--- src/rtl/core/scp_pkg.sv ---
package scp_pkg;

  localparam int LIMB_BITS = 32;
  localparam int MU_BITS = 64;
  localparam int MU_FRAC = 32;

  localparam int CFG_ADDR_W = 4;
  localparam int CFG_DATA_W = 64;
  localparam int LEPS_W = 32;
  localparam int DEPS_W = 63;

  localparam logic [LEPS_W-1:0] LEPS_RESET = 32'd4;
  localparam logic [DEPS_W-1:0] DEPS_RESET = 63'd18446744074;

  // register index, taken from the 8-byte aligned address
  localparam logic REG_LEN_EPS = 1'b0;
  localparam logic REG_DEN_EPS = 1'b1;

  localparam logic [2:0] ST_INSIDE = 3'd0;
  localparam logic [2:0] ST_B_DEGEN = 3'd1;
  localparam logic [2:0] ST_A_DEGEN = 3'd2;
  localparam logic [2:0] ST_PARALLEL = 3'd3;
  localparam logic [2:0] ST_OUTSIDE = 3'd4;

  typedef struct packed {
    logic signed [31:0] a_start_x;
    logic signed [31:0] a_start_y;
    logic signed [31:0] a_start_z;
    logic signed [31:0] a_end_x;
    logic signed [31:0] a_end_y;
    logic signed [31:0] a_end_z;
    logic signed [31:0] b_start_x;
    logic signed [31:0] b_start_y;
    logic signed [31:0] b_start_z;
    logic signed [31:0] b_end_x;
    logic signed [31:0] b_end_y;
    logic signed [31:0] b_end_z;
  } scp_in_t;

  typedef struct packed {
    logic signed [31:0] near_a_x;
    logic signed [31:0] near_a_y;
    logic signed [31:0] near_a_z;
    logic signed [31:0] near_b_x;
    logic signed [31:0] near_b_y;
    logic signed [31:0] near_b_z;
    logic [2:0]         status;
    logic               saturated;
  } scp_out_t;

endpackage

--- src/rtl/core/scp_dly.sv ---
module scp_dly #(
  parameter int W = 8,
  parameter int N = 4
) (
  input  logic         clk,
  input  logic         en,
  input  logic [W-1:0] d,
  output logic [W-1:0] q
);
  import scp_pkg::*;

  logic [W-1:0] sr [N];

  always_ff @(posedge clk) begin
    if (en) begin
      sr[0] <= d;
      for (int i = 1; i < N; i++) begin
        sr[i] <= sr[i-1];
      end
    end
  end

  assign q = sr[N-1];

endmodule

--- config.mk ---
export PLATFORM = sky130hd
export DESIGN_NAME = scp_dly
export DESIGN_NICKNAME = d
export VERILOG_FILES = /design/src/rtl/core/scp_pkg.sv /design/src/rtl/core/scp_dly.sv
export SDC_FILE = /design/constraint.sdc
export NUM_CORES = 1
export LEC_CHECK = 0
export BUFFER_PORTS_ARGS = -buffer_cell sky130_fd_sc_hd__buf_2
export CAP_MARGIN = 25
export CORE_MARGIN = 2
export CORE_UTILIZATION = 46
export DETAILED_ROUTE_END_ITERATION = 7
export GPL_TIMING_DRIVEN = 0
export HOLD_SLACK_MARGIN = 0.05
export PLACE_DENSITY = 0.71
export SYNTH_ARGS = -nofsm -noshare
export SYNTH_HDL_FRONTEND = slang
export SYNTH_SLANG_ARGS = --single-unit
--- constraint.sdc ---
create_clock -name clk -period 0.8 [get_ports clk]
set_input_delay 0.08 -clock clk [delete_from_list [all_inputs] [get_ports clk]]
set_output_delay 0.08 -clock clk [all_outputs]
set_load 0.005 [all_outputs]
==> flow_metrics.tcl <==
set metrics [dict create \
    setup_slack_ns -0.08505 \
    detail_route.vias_per_cell 4.407 \
    grt_start_max_net_pins 33 \
    drv_cap 0 \
    post_cts.repair.setup_buffers 0 \
    postRouteAntennaNets 0 \
    syn_nets 42 \
    globalplace.congestion 0.5827 \
    clock_tree_from_tritoncts "yes" \
    crit_path_cell_chain "buf_2" \
    synth.mux.area_fraction_pct 0 \
    detailroute.via_count 401 \
    netlist_top_cells_area "edfxtp_1 (100%)" \
    final_nets 74 \
    p_seq_share_pct 69.3 \
    max_freq_mhz 1130 \
    drt_drc 0 \
    grtUsageTotal_pct 9.236 \
    cts_made_buffers 5 \
    yosysMostFrequentCell "edfxtp_1" \
    grt_pass1_vias 399 \
    fin_crit_ns 0.8851 \
    yosysTopAreaCellShare_pct 100.0 \
    synth-adder-area-share_pct 0 \
    final_core_util_pct 61.48 \
    post_route_cells_drive_above_1_share_pct 35.94 \
    synth.ff_latch_count 32 \
    largest_reg_flops 32 \
    power-per-cell-area_mw_per_mm2 2389 \
    ir_drop_v 0.001534 \
    synth_compound_area_share_pct 0 \
    cellLeakagePower_nw 0.4416 \
    clk_root_buffer_cell "clkbuf_4" \
    cts.clk_slew.worst_paths_ns 0.09 \
    arrival_ns 0.81 \
    globalRouteMet3Util_pct 5.455 \
    antenna_violations_before_repair 0 \
    yosys_warnings 0 \
    synthXorXnorAreaFrac_pct 0 \
    final.period_utilization_pct 110.6 \
    grt_first_pass_wirelength_mm 1.524 \
    synth_simple_gate_area_share_pct 0 \
    ys_seq_area_share_pct 100.0 \
    place.port_buffers 17 \
    post_cts_resized 0 \
    die-height_microns 49.71 \
    max-clock-path-buffers 2 \
    sink_count 32 \
    post_synth_top_area_cell "edfxtp_1" \
    synth-edff-count 32 \
    comb_power_share_pct 3.5 \
    post_synth_instance_area_sq_um 960.9 \
    max_slew.worst_pin.slew_ns 0.6496 \
    design.core.area_sq_mm 0.001962 \
    path_delay_family "flip-flops" \
    timing.reg2reg.setup_slack_ns 0.16 \
    num-fill-cells 149 \
    critPathMaxFanout 1 \
    drt_first_pass_iters 4 \
    placementRows 16 \
    synth_cell_types 1 \
    fp.dieW_microns 49.71 \
    worst_path_largest_cell_delay_ns 0.36 \
    largest-register "sr" \
    post_drt_wl_per_cell_microns 10.24 \
    fp.dieArea_sq_mm 0.002471 \
    critPathBufInv 1 \
    design.portCount 18 \
    totalPowerFinal_mw 2.882 \
    final_design_area_no_fill_sq_mm 0.001206 \
    cts_max_level 2 \
    hold_class "input port to register" \
    setup.worst_path.class "register to output port" \
    switchingPower_mw 0.5316 \
    startpoint_type "register" \
    detailed_place.area_sq_mm 0.001080 \
    crit_path_end_kind "output port" \
    n_antenna_cell 0 \
    multiInputGateArea_sq_um 0 \
    use_met1_pct 8.565 \
    cpMaxStageDelayCell "edfxtp_1" \
    maxSlewHeadroom_pct 56.70 \
    worstPathRequired_ns 0.72 \
    status "finished, violations left" \
    synth_area_per_cell_sq_um 30.03 \
    fin_worst_skew_ns 0.007522 \
    power.share.switching_pct 18.45 \
    overflow 0 \
    rsz0062_at_grt "true" \
    drt_iter0_markers 3 \
    ys_top_cells_by_count "edfxtp_1 (32)" \
    placement.setup.worst_slack_ns -0.1950 \
    ys_async_sr_fraction_pct 0 \
    drt-total-wl_microns 932 \
    gr-usage-met2_pct 14.00 \
    internal-power_mw 2.350 \
    violations "negative setup slack" \
    ys_dominant_reg_cell "edfxtp_1" \
    worstSkewPairLatency_ns 0.31 \
    hold_viol 0 \
    multi_input_gates 0 \
    most_utilized_layer_in_the_global_route_result "met2" \
    setup-violations-final 8 \
    synthToLayoutAreaGrowth_pct 25.52 \
    biggestRegsByFlops "sr (32)" \
    start_util_pct 48.98 \
    power.clock.fraction_pct 27.2 \
    netlist_instances 32 \
    timing.final.max_slew_violations 0 \
]
==> power by group through the flow <==
stage          Clock (mW)  Combinational (mW)  Sequential (mW)
2_1_floorplan           0                   0             2.03
3_3_place_gp            0              0.0702             2.03
3_5_place_dp            0              0.0727             2.03
4_1_cts             0.813               0.102             2.00
5_1_grt             0.894               0.111             2.01
6_report            0.785               0.101             2.00
==> final cells by class <==
class	instances	area [sq um]	area share, %
Tap cell	27	33.78	2.801
Clock buffer	6	41.29	3.423
Clock inverter	1	5.005	0.4149
Sequential cell	32	960.9	79.67
Timing Repair Buffer	25	165.2	13.69
==> path summary, 6_finish.rpt <==
kind | from | end | cells after the start
worst max-delay path | sr[3][2]$_DFFE_PP_ | q[2] | 1
worst min-delay path | en | sr[0][1]$_DFFE_PP_ | 1
worst max register to register | sr[0][0]$_DFFE_PP_ | sr[1][0]$_DFFE_PP_ | 0
worst min register to register | sr[0][5]$_DFFE_PP_ | sr[1][5]$_DFFE_PP_ | 0
==> cell usage in the layout (no fill, tap or decap) <==
cell / n
edfxtp_1: 32
buf_2: 17
clkinv_2: 1
clkbuf_4: 5
dlygate4sd3_1: 8
clkbuf_1: 1
==> through the flow <==
step	TNS, ns	hold WS (ns)	std cells
6_report	-0.6273	0.3234	91
2_1_floorplan	0	0.1789	32
3_5_place_dp	-6.210	0.2581	76
3_3_place_gp	-5.448	0.2560	76
5_1_grt	-1.033	0.3543	91
4_1_cts	-0.7776	0.3320	91
==> kinds of logic after synthesis <==
logic type,count (synthesis)
flip-flops,32
==> timing repair <==
item | 4_1_cts | 5_1_grt
cloned | 0 | 0
pin swaps | 0 | 0
hold buffers | 8 | 0
setup endpoints to repair | 8 | 8
hold endpoints to repair | 8 | 0
==> layer usage <==
metal  share of wire (%)  routed length (microns)
met1                  41                      386
met2                  46                      433
met3                 9.8                       91
met4                 2.3                       21
met5                   0                        0
(Power assumes the default switching activity.)
